[src/sv/wscd_pkg.sv]
// ---------------------------------------------------------------------------
// wscd_pkg
// Types and constants shared by the WebSocket client deframer modules.
// ---------------------------------------------------------------------------
`default_nettype none

package wscd_pkg;

  localparam int unsigned CFG_WIDTH           = 25;
  localparam int unsigned COUNT_WIDTH_DEFAULT = 25;
  localparam int unsigned QUEUE_DEPTH         = 2;
  localparam logic [CFG_WIDTH-1:0] MAX_PAYLOAD_DEFAULT = CFG_WIDTH'(16 * 1024 * 1024);

  localparam logic [7:0] CHAR_CR     = 8'd13;
  localparam logic [7:0] CHAR_LF     = 8'd10;
  localparam logic [7:0] OP_TEXT     = 8'd129;
  localparam logic [7:0] OP_BINARY   = 8'd130;
  localparam logic [7:0] OP_CLOSE    = 8'd136;
  localparam logic [7:0] OP_PING     = 8'd137;
  localparam logic [6:0] LEN_SHORT_MAX = 7'd125;
  localparam logic [6:0] LEN_EXT16     = 7'd126;
  localparam logic [3:0] EXT16_BYTES   = 4'd2;
  localparam logic [3:0] EXT64_BYTES   = 4'd8;
  localparam logic [2:0] CRLF_RUN_END  = 3'd4;

  typedef enum logic [2:0] {
    KIND_NONE       = 3'd0,
    KIND_HANDSHAKE  = 3'd1,
    KIND_DATA       = 3'd2,
    KIND_EMPTY_DATA = 3'd3,
    KIND_PING       = 3'd4,
    KIND_EMPTY_PING = 3'd5,
    KIND_CLOSE      = 3'd6,
    KIND_LEN_ERR    = 3'd7
  } kind_t;

  typedef enum logic [1:0] {
    CLS_DATA,
    CLS_CLOSE,
    CLS_PING,
    CLS_OTHER
  } opc_cls_t;

  typedef enum logic [3:0] {
    PH_HANDSHAKE,
    PH_OPCODE,
    PH_DLEN,
    PH_DEXT,
    PH_DPAY,
    PH_PLEN,
    PH_PPAY,
    PH_SLEN,
    PH_SKIP,
    PH_ERROR
  } phase_t;

  // one received byte with its decode precomputed
  typedef struct packed {
    logic [7:0] data;
    logic       is_crlf;
    opc_cls_t   cls;
    logic       is_bin;
    logic [6:0] len7;
    logic       len7_short;
    logic       len7_ext16;
    logic       byte_short;
  } item_t;

  typedef struct packed {
    kind_t      kind;
    logic [7:0] data;
    logic       is_bin;
    logic       last;
  } result_t;

endpackage

`default_nettype wire

[src/sv/websocket_client_deframer_unit.sv]
// ---------------------------------------------------------------------------
// websocket_client_deframer_unit
// Client-side WebSocket deframer: handshake end detect, frame parse, payload.
//
//   channel   handshake          payload
//   -------   ----------------   --------------------------------------------
//   input     push / full        rx_byte
//   result    pop / empty        out_kind, out_byte, is_binary, last_of_frame
//   config    cfg_write          cfg_data (max payload length)
//
// One result per received byte; one byte per cycle sustained while pop is
// held. A byte is registered in the input queue; the parser decodes it into
// a result registered in the output queue. Both queues hold two words, so
// push and pop stall independently. rst is synchronous and empties both
// queues and returns the parser to waiting for the handshake end.
// ---------------------------------------------------------------------------
`default_nettype none

module websocket_client_deframer_unit #(
  parameter int unsigned COUNT_WIDTH = wscd_pkg::COUNT_WIDTH_DEFAULT
) (
  input  wire logic                           clk,
  input  wire logic                           rst,
  input  wire logic                           push,
  output logic                                full,
  input  wire logic [7:0]                     rx_byte,
  output logic                                empty,
  input  wire logic                           pop,
  output logic [2:0]                          out_kind,
  output logic [7:0]                          out_byte,
  output logic                                is_binary,
  output logic                                last_of_frame,
  input  wire logic                           cfg_write,
  input  wire logic [wscd_pkg::CFG_WIDTH-1:0] cfg_data
);

  localparam int unsigned CFGW = wscd_pkg::CFG_WIDTH;
  localparam logic [CFGW-1:0] CFG_CLAMP =
    (COUNT_WIDTH >= CFGW) ? {CFGW{1'b1}} : CFGW'((64'd1 << COUNT_WIDTH) - 64'd1);
  localparam logic [CFGW-1:0] LIMIT_RESET =
    (wscd_pkg::MAX_PAYLOAD_DEFAULT > CFG_CLAMP) ? CFG_CLAMP : wscd_pkg::MAX_PAYLOAD_DEFAULT;

  logic              limit;
  logic [CFGW-1:0]   limit_len;
  logic              item_valid;
  wscd_pkg::item_t   item;
  logic              item_pop;
  logic              res_valid;
  logic              out_full;
  wscd_pkg::result_t res;
  wscd_pkg::result_t out_res;

  // hold the limit already clamped to what the counter can represent
  always_ff @(posedge clk) begin
    if (rst) begin
      limit_len <= LIMIT_RESET;
    end else if (cfg_write) begin
      limit_len <= (cfg_data > CFG_CLAMP) ? CFG_CLAMP : cfg_data;
    end
  end

  assign limit = 1'b0;

  wscd_front u_front (
    .clk        (clk),
    .rst        (rst),
    .push       (push),
    .rx_byte    (rx_byte),
    .full       (full),
    .item_valid (item_valid),
    .item       (item),
    .item_pop   (item_pop)
  );

  wscd_parser #(
    .COUNT_WIDTH (COUNT_WIDTH)
  ) u_parser (
    .clk        (clk),
    .rst        (rst || limit),
    .limit      (limit_len),
    .item_valid (item_valid),
    .item       (item),
    .item_pop   (item_pop),
    .res_ready  (!out_full),
    .res_valid  (res_valid),
    .res        (res)
  );

  wscd_fifo #(
    .WIDTH ($bits(wscd_pkg::result_t)),
    .DEPTH (wscd_pkg::QUEUE_DEPTH)
  ) u_out_queue (
    .clk   (clk),
    .rst   (rst),
    .push  (res_valid),
    .wdata (res),
    .full  (out_full),
    .pop   (pop),
    .rdata (out_res),
    .empty (empty)
  );

  assign out_kind      = out_res.kind;
  assign out_byte      = out_res.data;
  assign is_binary     = out_res.is_bin;
  assign last_of_frame = out_res.last;

endmodule

`default_nettype wire

[src/sv/wscd_fifo.sv]
// ---------------------------------------------------------------------------
// wscd_fifo
// Small synchronous word queue with registered storage.
// ---------------------------------------------------------------------------
`default_nettype none

module wscd_fifo #(
  parameter int unsigned WIDTH = 8,
  parameter int unsigned DEPTH = wscd_pkg::QUEUE_DEPTH
) (
  input  wire logic             clk,
  input  wire logic             rst,
  input  wire logic             push,
  input  wire logic [WIDTH-1:0] wdata,
  output logic                  full,
  input  wire logic             pop,
  output logic [WIDTH-1:0]      rdata,
  output logic                  empty
);

  localparam int unsigned AW = (DEPTH > 1) ? $clog2(DEPTH) : 1;

  logic [WIDTH-1:0] mem [DEPTH];
  logic [AW-1:0]    wr_ptr;
  logic [AW-1:0]    rd_ptr;
  logic [AW:0]      count;
  logic             do_push;
  logic             do_pop;

  assign full    = (count == (AW+1)'(DEPTH));
  assign empty   = (count == '0);
  assign do_push = push && !full;
  assign do_pop  = pop && !empty;
  assign rdata   = mem[rd_ptr];

  always_ff @(posedge clk) begin
    if (rst) begin
      wr_ptr <= '0;
      rd_ptr <= '0;
      count  <= '0;
    end else begin
      if (do_push) begin
        wr_ptr <= (wr_ptr == AW'(DEPTH - 1)) ? '0 : wr_ptr + 1'b1;
      end
      if (do_pop) begin
        rd_ptr <= (rd_ptr == AW'(DEPTH - 1)) ? '0 : rd_ptr + 1'b1;
      end
      if (do_push && !do_pop) begin
        count <= count + 1'b1;
      end else if (do_pop && !do_push) begin
        count <= count - 1'b1;
      end
    end
  end

  always_ff @(posedge clk) begin
    if (do_push) begin
      mem[wr_ptr] <= wdata;
    end
  end

endmodule

`default_nettype wire

[src/sv/wscd_front.sv]
// ---------------------------------------------------------------------------
// wscd_front
// Accepts received bytes, decodes them and queues them for the parser.
// ---------------------------------------------------------------------------
`default_nettype none

module wscd_front (
  input  wire logic            clk,
  input  wire logic            rst,
  input  wire logic            push,
  input  wire logic [7:0]      rx_byte,
  output logic                 full,
  output logic                 item_valid,
  output wscd_pkg::item_t      item,
  input  wire logic            item_pop
);

  wscd_pkg::item_t cls_item;
  logic            q_empty;

  always_comb begin
    cls_item            = '0;
    cls_item.data       = rx_byte;
    cls_item.is_crlf    = rx_byte inside {wscd_pkg::CHAR_CR, wscd_pkg::CHAR_LF};
    cls_item.is_bin     = (rx_byte == wscd_pkg::OP_BINARY);
    cls_item.len7       = rx_byte[6:0];
    cls_item.len7_short = rx_byte[6:0] inside {[7'd0 : wscd_pkg::LEN_SHORT_MAX]};
    cls_item.len7_ext16 = (rx_byte[6:0] == wscd_pkg::LEN_EXT16);
    cls_item.byte_short = rx_byte inside {[8'd0 : {1'b0, wscd_pkg::LEN_SHORT_MAX}]};
    case (rx_byte)
      wscd_pkg::OP_TEXT,
      wscd_pkg::OP_BINARY: cls_item.cls = wscd_pkg::CLS_DATA;
      wscd_pkg::OP_CLOSE:  cls_item.cls = wscd_pkg::CLS_CLOSE;
      wscd_pkg::OP_PING:   cls_item.cls = wscd_pkg::CLS_PING;
      default:             cls_item.cls = wscd_pkg::CLS_OTHER;
    endcase
  end

  wscd_fifo #(
    .WIDTH ($bits(wscd_pkg::item_t)),
    .DEPTH (wscd_pkg::QUEUE_DEPTH)
  ) u_queue (
    .clk   (clk),
    .rst   (rst),
    .push  (push),
    .wdata (cls_item),
    .full  (full),
    .pop   (item_pop),
    .rdata (item),
    .empty (q_empty)
  );

  assign item_valid = !q_empty;

endmodule

`default_nettype wire

[src/sv/wscd_parser.sv]
// ---------------------------------------------------------------------------
// wscd_parser
// Frame parser: walks the handshake and frame phases, one result per byte.
// ---------------------------------------------------------------------------
`default_nettype none

module wscd_parser #(
  parameter int unsigned COUNT_WIDTH = wscd_pkg::COUNT_WIDTH_DEFAULT
) (
  input  wire logic                            clk,
  input  wire logic                            rst,
  input  wire logic [wscd_pkg::CFG_WIDTH-1:0]  limit,
  input  wire logic                            item_valid,
  input  wire wscd_pkg::item_t                 item,
  output logic                                 item_pop,
  input  wire logic                            res_ready,
  output logic                                 res_valid,
  output wscd_pkg::result_t                    res
);

  localparam int unsigned CW   = COUNT_WIDTH;
  localparam int unsigned CMPW = (CW > wscd_pkg::CFG_WIDTH) ? CW : wscd_pkg::CFG_WIDTH;

  wscd_pkg::phase_t phase, phase_next;
  logic [2:0]       crlf_run, crlf_next;
  logic             is_bin, bin_next;
  logic [CW-1:0]    accum, accum_next;
  logic             ovf, ovf_next;
  logic [3:0]       bytes_left, left_next;
  logic [CW-1:0]    payload_left, pay_next;

  logic             fire;
  logic [CW+7:0]    shifted;
  logic [3:0]       ext_left;
  logic [CW-1:0]    len_accum;
  logic             len_ovf;
  logic             too_long;
  logic             len_zero;
  logic             finish;
  logic [CW-1:0]    pay_dec;
  logic [2:0]       crlf_inc;

  assign fire      = item_valid && res_ready;
  assign item_pop  = fire;
  assign res_valid = fire;

  always_ff @(posedge clk) begin
    if (rst) begin
      phase        <= wscd_pkg::PH_HANDSHAKE;
      crlf_run     <= '0;
      is_bin       <= 1'b0;
      accum        <= '0;
      ovf          <= 1'b0;
      bytes_left   <= '0;
      payload_left <= '0;
    end else if (fire) begin
      phase        <= phase_next;
      crlf_run     <= crlf_next;
      is_bin       <= bin_next;
      accum        <= accum_next;
      ovf          <= ovf_next;
      bytes_left   <= left_next;
      payload_left <= pay_next;
    end
  end

  always_comb begin
    phase_next = phase;
    crlf_next  = crlf_run;
    bin_next   = is_bin;
    accum_next = accum;
    ovf_next   = ovf;
    left_next  = bytes_left;
    pay_next   = payload_left;
    res        = '{kind: wscd_pkg::KIND_NONE, data: 8'd0, is_bin: 1'b0, last: 1'b0};
    finish     = 1'b0;

    // extended length: shift in the byte, remember any bits pushed off the top
    shifted  = {accum, item.data};
    ext_left = (bytes_left != '0) ? bytes_left - 1'b1 : bytes_left;
    if (phase == wscd_pkg::PH_DLEN) begin
      len_accum = CW'(item.len7);
      len_ovf   = 1'b0;
    end else begin
      len_accum = shifted[CW-1:0];
      len_ovf   = ovf | (|shifted[CW+7:CW]);
    end
    too_long = len_ovf || (CMPW'(len_accum) > CMPW'(limit));
    len_zero = !len_ovf && (len_accum == '0);
    pay_dec  = (payload_left != '0) ? payload_left - 1'b1 : payload_left;
    crlf_inc = crlf_run + 1'b1;

    case (phase)
      wscd_pkg::PH_HANDSHAKE: begin
        if (item.is_crlf) begin
          if (crlf_inc >= wscd_pkg::CRLF_RUN_END) begin
            crlf_next  = '0;
            phase_next = wscd_pkg::PH_OPCODE;
            res        = '{kind: wscd_pkg::KIND_HANDSHAKE, data: 8'd0, is_bin: 1'b0,
                           last: 1'b1};
          end else begin
            crlf_next = crlf_inc;
          end
        end else begin
          crlf_next = '0;
        end
      end
      wscd_pkg::PH_OPCODE: begin
        bin_next   = item.is_bin;
        accum_next = '0;
        ovf_next   = 1'b0;
        case (item.cls)
          wscd_pkg::CLS_DATA:  phase_next = wscd_pkg::PH_DLEN;
          wscd_pkg::CLS_CLOSE: begin
            bin_next   = 1'b0;
            crlf_next  = '0;
            phase_next = wscd_pkg::PH_HANDSHAKE;
            res        = '{kind: wscd_pkg::KIND_CLOSE, data: 8'd0, is_bin: 1'b0, last: 1'b1};
          end
          wscd_pkg::CLS_PING:  phase_next = wscd_pkg::PH_PLEN;
          default:             phase_next = wscd_pkg::PH_SLEN;
        endcase
      end
      wscd_pkg::PH_DLEN: begin
        if (item.len7_short) begin
          finish = 1'b1;
        end else begin
          accum_next = '0;
          ovf_next   = 1'b0;
          left_next  = item.len7_ext16 ? wscd_pkg::EXT16_BYTES : wscd_pkg::EXT64_BYTES;
          phase_next = wscd_pkg::PH_DEXT;
        end
      end
      wscd_pkg::PH_DEXT: begin
        accum_next = len_accum;
        ovf_next   = len_ovf;
        left_next  = ext_left;
        finish     = (ext_left == '0);
      end
      wscd_pkg::PH_DPAY,
      wscd_pkg::PH_PPAY: begin
        pay_next = pay_dec;
        if (phase == wscd_pkg::PH_DPAY) begin
          res.kind   = wscd_pkg::KIND_DATA;
          res.is_bin = is_bin;
        end else begin
          res.kind   = wscd_pkg::KIND_PING;
        end
        res.data = item.data;
        if (pay_dec == '0) begin
          res.last   = 1'b1;
          phase_next = wscd_pkg::PH_OPCODE;
          bin_next   = 1'b0;
        end
      end
      wscd_pkg::PH_PLEN: begin
        if (!item.byte_short || item.data == 8'd0) begin
          phase_next = wscd_pkg::PH_OPCODE;
          bin_next   = 1'b0;
          res        = '{kind: wscd_pkg::KIND_EMPTY_PING, data: 8'd0, is_bin: 1'b0,
                         last: 1'b1};
        end else begin
          pay_next   = CW'(item.data);
          phase_next = wscd_pkg::PH_PPAY;
        end
      end
      wscd_pkg::PH_SLEN: begin
        if (!item.byte_short || item.data == 8'd0) begin
          phase_next = wscd_pkg::PH_OPCODE;
          bin_next   = 1'b0;
        end else begin
          pay_next   = CW'(item.data);
          phase_next = wscd_pkg::PH_SKIP;
        end
      end
      wscd_pkg::PH_SKIP: begin
        pay_next = pay_dec;
        if (pay_dec == '0) begin
          phase_next = wscd_pkg::PH_OPCODE;
          bin_next   = 1'b0;
        end
      end
      default: phase_next = wscd_pkg::PH_ERROR;
    endcase

    // length complete: check it against the limit, then enter payload (or flag an empty frame or a length error)
    if (finish) begin
      accum_next = len_accum;
      ovf_next   = len_ovf;
      if (too_long) begin
        phase_next = wscd_pkg::PH_ERROR;
        res        = '{kind: wscd_pkg::KIND_LEN_ERR, data: 8'd0, is_bin: 1'b0, last: 1'b1};
      end else if (len_zero) begin
        phase_next = wscd_pkg::PH_OPCODE;
        bin_next   = 1'b0;
        res        = '{kind: wscd_pkg::KIND_EMPTY_DATA, data: 8'd0, is_bin: is_bin,
                       last: 1'b1};
      end else begin
        pay_next   = len_accum;
        phase_next = wscd_pkg::PH_DPAY;
      end
    end
  end

endmodule

`default_nettype wire

[config.mk]
export PLATFORM = sky130hd
export DESIGN_NAME = websocket_client_deframer_unit
export DESIGN_NICKNAME = d
export VERILOG_FILES = /design/src/sv/wscd_pkg.sv /design/src/sv/websocket_client_deframer_unit.sv /design/src/sv/wscd_fifo.sv /design/src/sv/wscd_front.sv /design/src/sv/wscd_parser.sv
export SDC_FILE = /design/constraint.sdc
export NUM_CORES = 1
export LEC_CHECK = 0
export BUFFER_PORTS_ARGS = -buffer_cell sky130_fd_sc_hd__buf_2
export CORE_MARGIN = 8
export CORE_UTILIZATION = 40
export DETAILED_ROUTE_END_ITERATION = 10
export HOLD_SLACK_MARGIN = 0.12
export SLEW_MARGIN = 20
export SYNTH_ARGS = -nofsm -noshare
export SYNTH_HDL_FRONTEND = slang
export SYNTH_HIERARCHICAL = 1
export SYNTH_SLANG_ARGS = --single-unit
[constraint.sdc]
create_clock -name clk -period 6.4 [get_ports clk]
set_input_delay 0 -clock clk [delete_from_list [all_inputs] [get_ports clk]]
set_output_delay 0 -clock clk [all_outputs]
set_load 0.02 [all_outputs]
==> impl_metrics.tcl <==
set metrics [dict create \
    status "finished clean" \
    layout-drive-gt1-share_pct 15.0 \
    place_congestion 0.904 \
    cts.clk_slew.worst_paths_ps 70 \
    sequentialPowerShare_pct 36.7 \
    crit_arrival_ps 5060 \
    holdWs_ps 218 \
    cts_made_buffers 17 \
    syn-num-nets 1051 \
    finalSetupViolations 0 \
    async_flop_share_pct 0 \
    via_per_inst 5.82 \
    antenna_found_initial 0 \
    ant_nets 0 \
    critPathLaunch "u_parser/phase[1]" \
    swShare_pct 36.6 \
    chipHeight_um 168 \
    reg2reg_to "u_parser/phase[0]" \
    pwr-share-clk_pct 28.6 \
    fmax_mhz 211 \
    crit_required_ps 6710 \
    mostFrequentLayoutCell "nor2_1" \
    drc 0 \
    cp_max_fo 21 \
    final.fill_count 2120 \
    antennaDiodeCount 0 \
    peakVddDrop_uv 194 \
    root_buffer "clkbuf_16" \
    holdBufCountCts 36 \
    synthCells 979 \
    clock_skew_ps 15.3 \
    grtUsageTotal_pct 17.7 \
    vias 7776 \
    coreArea_um2 22600 \
    rows 55 \
    fp.dieW_um 168 \
    maxSlewHeadroom_pct 25.9 \
    grt_pass1_vias 7368 \
    syn_area_um2 9250 \
    ios 53 \
    r2r_slack_ps 1650 \
    power.switching_mw 1.32 \
    area_growth_pct 14.7 \
    reg2regPathDepth 12 \
    gr-total-overflow 0 \
    htreeDepth 4 \
    die_area_um2 28200 \
    endpoint "u_parser/phase[0]" \
    pwr-share-comb_pct 34.7 \
    worst_pin_slew_ps 1110 \
    fin_nets 1111 \
    ys_seq_area_share_pct 43.9 \
    clkLatencyLatePin_ps 430 \
    slew_violations 0 \
    firstDrtPassIters 8 \
    grt_max_degree 90 \
    hold_path.class "in -> reg" \
    cts_tree "done" \
    setup_tns_ps 0 \
    synth_edf_count 70 \
    grt_pass1_wl_um 40200 \
    post_cts_buffers 0 \
    wl_per_cell_um 18.7 \
    synth-main-ff-cell "dfxtp_1" \
    p_leak_nw 4.05 \
    start_util_pct 40.9 \
    power_density_nw_per_um2 341 \
    hold_violations 0 \
    yosysWarningCount 6 \
    period_share_pct 74.2 \
    r2r-start "u_parser/phase[1]" \
    cts.sinks 168 \
    ys_types 76 \
    finalCriticalPeriod_ps 4750 \
    cts.path.max_buffers 2 \
    hpwl_um 17000 \
    crit_type "reg -> reg" \
    routed_wirelength_um 25000 \
    drv_cap 0 \
    cp-end-kind "flip-flop" \
    io_buffer_count 52 \
    postCtsResizedCells 0 \
    power.internal_mw 2.29 \
    synth_seq_cells 168 \
    avgSynthCellArea_um2 9.45 \
    rsz0062_at_grt "false" \
    start_kind "flip-flop" \
    dr.first_iter.drc_count 728 \
    layout_common_cells "nor2_1, dfxtp_1, edfxtp_1, buf_2, nand2_1" \
]
[critical path, cell delays in order (launching register included)]
cell and delay, ps:
dfxtp_1 550, nor4b_2 840, buf_4 390, nor2b_1 80, ha_1 290, a211oi_1 220, o21ai_0 120, a211oi_1 280
o21ai_1 130, o31ai_2 580, and2_1 670, nor3_1 130, mux2_4 310
[sequential cells by signal, summed over array words and instances, names as in the netlist, 2 cells and up, named ones only]
| name | cells |
|---|---|
| limit_len | 25 |
| u_parser/bytes_left | 4 |
| u_front/u_queue/count | 2 |
| u_front/u_queue/mem | 44 |
| u_out_queue/mem | 26 |
| u_out_queue/count | 2 |
| u_parser/accum | 25 |
| u_parser/crlf_run | 3 |
| u_parser/payload_left | 25 |
| u_parser/phase | 4 |
[logic make-up (layout without fill, tap and decap cells)]
family,Yosys count,count (layout),synth area share [%]
and+or+nand+nor,371,371,21.0
AOI/OAI and AO/OA,218,218,15.5
DFF,168,168,43.9
buffers and inverters,100,173,4.88
muxes,77,77,9.01
adders and majority gates,34,34,4.60
xor gates and xnor gates,11,11,1.04
[layer usage]
layer  global-route usage, %  wire, um
met5                       0         0
met4                    6.56       491
met3                    2.74      1370
met2                    27.4     11300
met1                    24.5     11800
[power by group through the flow]
stage	logic, mW	clock network [mW]	registers [mW]
finish	1.25	1.03	1.33
global route	1.36	1.10	1.35
CTS	1.25	1.05	1.33
detailed placement	1.22	0	1.35
global placement	1.23	0	1.35
floorplan	0.908	0	1.31
[layout make-up]
| type | instances | area, um2 | share of cell area (%) |
|---|---|---|---|
| clock inverters | 15 | 164 | 1.55 |
| clock buffers | 17 | 425 | 4.01 |
| inverters | 44 | 165 | 1.56 |
| flip-flops and latches | 168 | 4060 | 38.3 |
| well taps | 285 | 357 | 3.36 |
| repair buffers | 97 | 691 | 6.51 |
| multi-input cells | 711 | 4740 | 44.7 |
[stage by stage]
stage / std cells / cell area [um2] / power, mW / worst slack (ps) / util (%)
after floorplan: 979 / 9250 / 2.22 / 1920 / -
after global placement: 1269 / 9660 / 2.58 / 1850 / 42.7
after detailed placement: 1269 / 9660 / 2.57 / 1720 / 42.7
after CTS: 1337 / 10600 / 3.63 / 1700 / 46.8
after global routing: 1337 / 10600 / 3.81 / 1340 / 46.9
final: 1337 / 10600 / 3.62 / 1650 / 46.9
[Yosys cell counts, types with 3 or more instances]
cell type  instances  share of area (%)
a311oi_1           3               0.28
inv_1             43                1.7
nor2b_1           25                1.7
mux2i_1           33                3.6
buf_2              8               0.43
or3b_2             4               0.38
nand3_1           28                1.5
o21ai_0           45                2.4
a211o_1            5               0.47
a221oi_1           5               0.47
nand4_1            9               0.61
o21a_1             4               0.32
or3_1             17                1.1
or4_1              9               0.73
o211ai_1           5               0.41
a31oi_1           24                1.6
and3b_1            3               0.28
nor2_1           122                5.0
and2_1            13               0.88
or4_4              3               0.37
o31ai_1            5               0.41
a211oi_1           7               0.57
nor3b_1            3               0.24
nand2b_1          11               0.74
o22ai_1            6               0.41
ha_1              34                4.6
nand4b_1           3               0.28
a22oi_1           31                2.5
a21o_1             3               0.24
nand2_1           49                2.0
xor2_1             9               0.85
a21oi_1           48                2.6
nor4_1            16                1.1
mux2_2            42                5.1
a221o_1            4               0.43
nor3_1            30                1.6
nand3b_1           8               0.65
edfxtp_1          70                 23
dfxtp_1           98                 21
nor4b_1            4               0.38
buf_6              4               0.49
o2111ai_1          3               0.28
clkbuf_1          40                1.6
[worst min path at each step]
stage	start	to	slack, ps	cells after the start
floorplan	rst	u_front/u_queue/count[1]	70	1
global placement	cfg_data[24]	limit_len[24]	210	2
detailed placement	cfg_data[24]	limit_len[24]	210	2
CTS	cfg_write	limit_len[13]	220	3
global route	cfg_write	limit_len[17]	230	3
finish	cfg_write	limit_len[13]	220	3
Power figures use the tool's default switching activity.
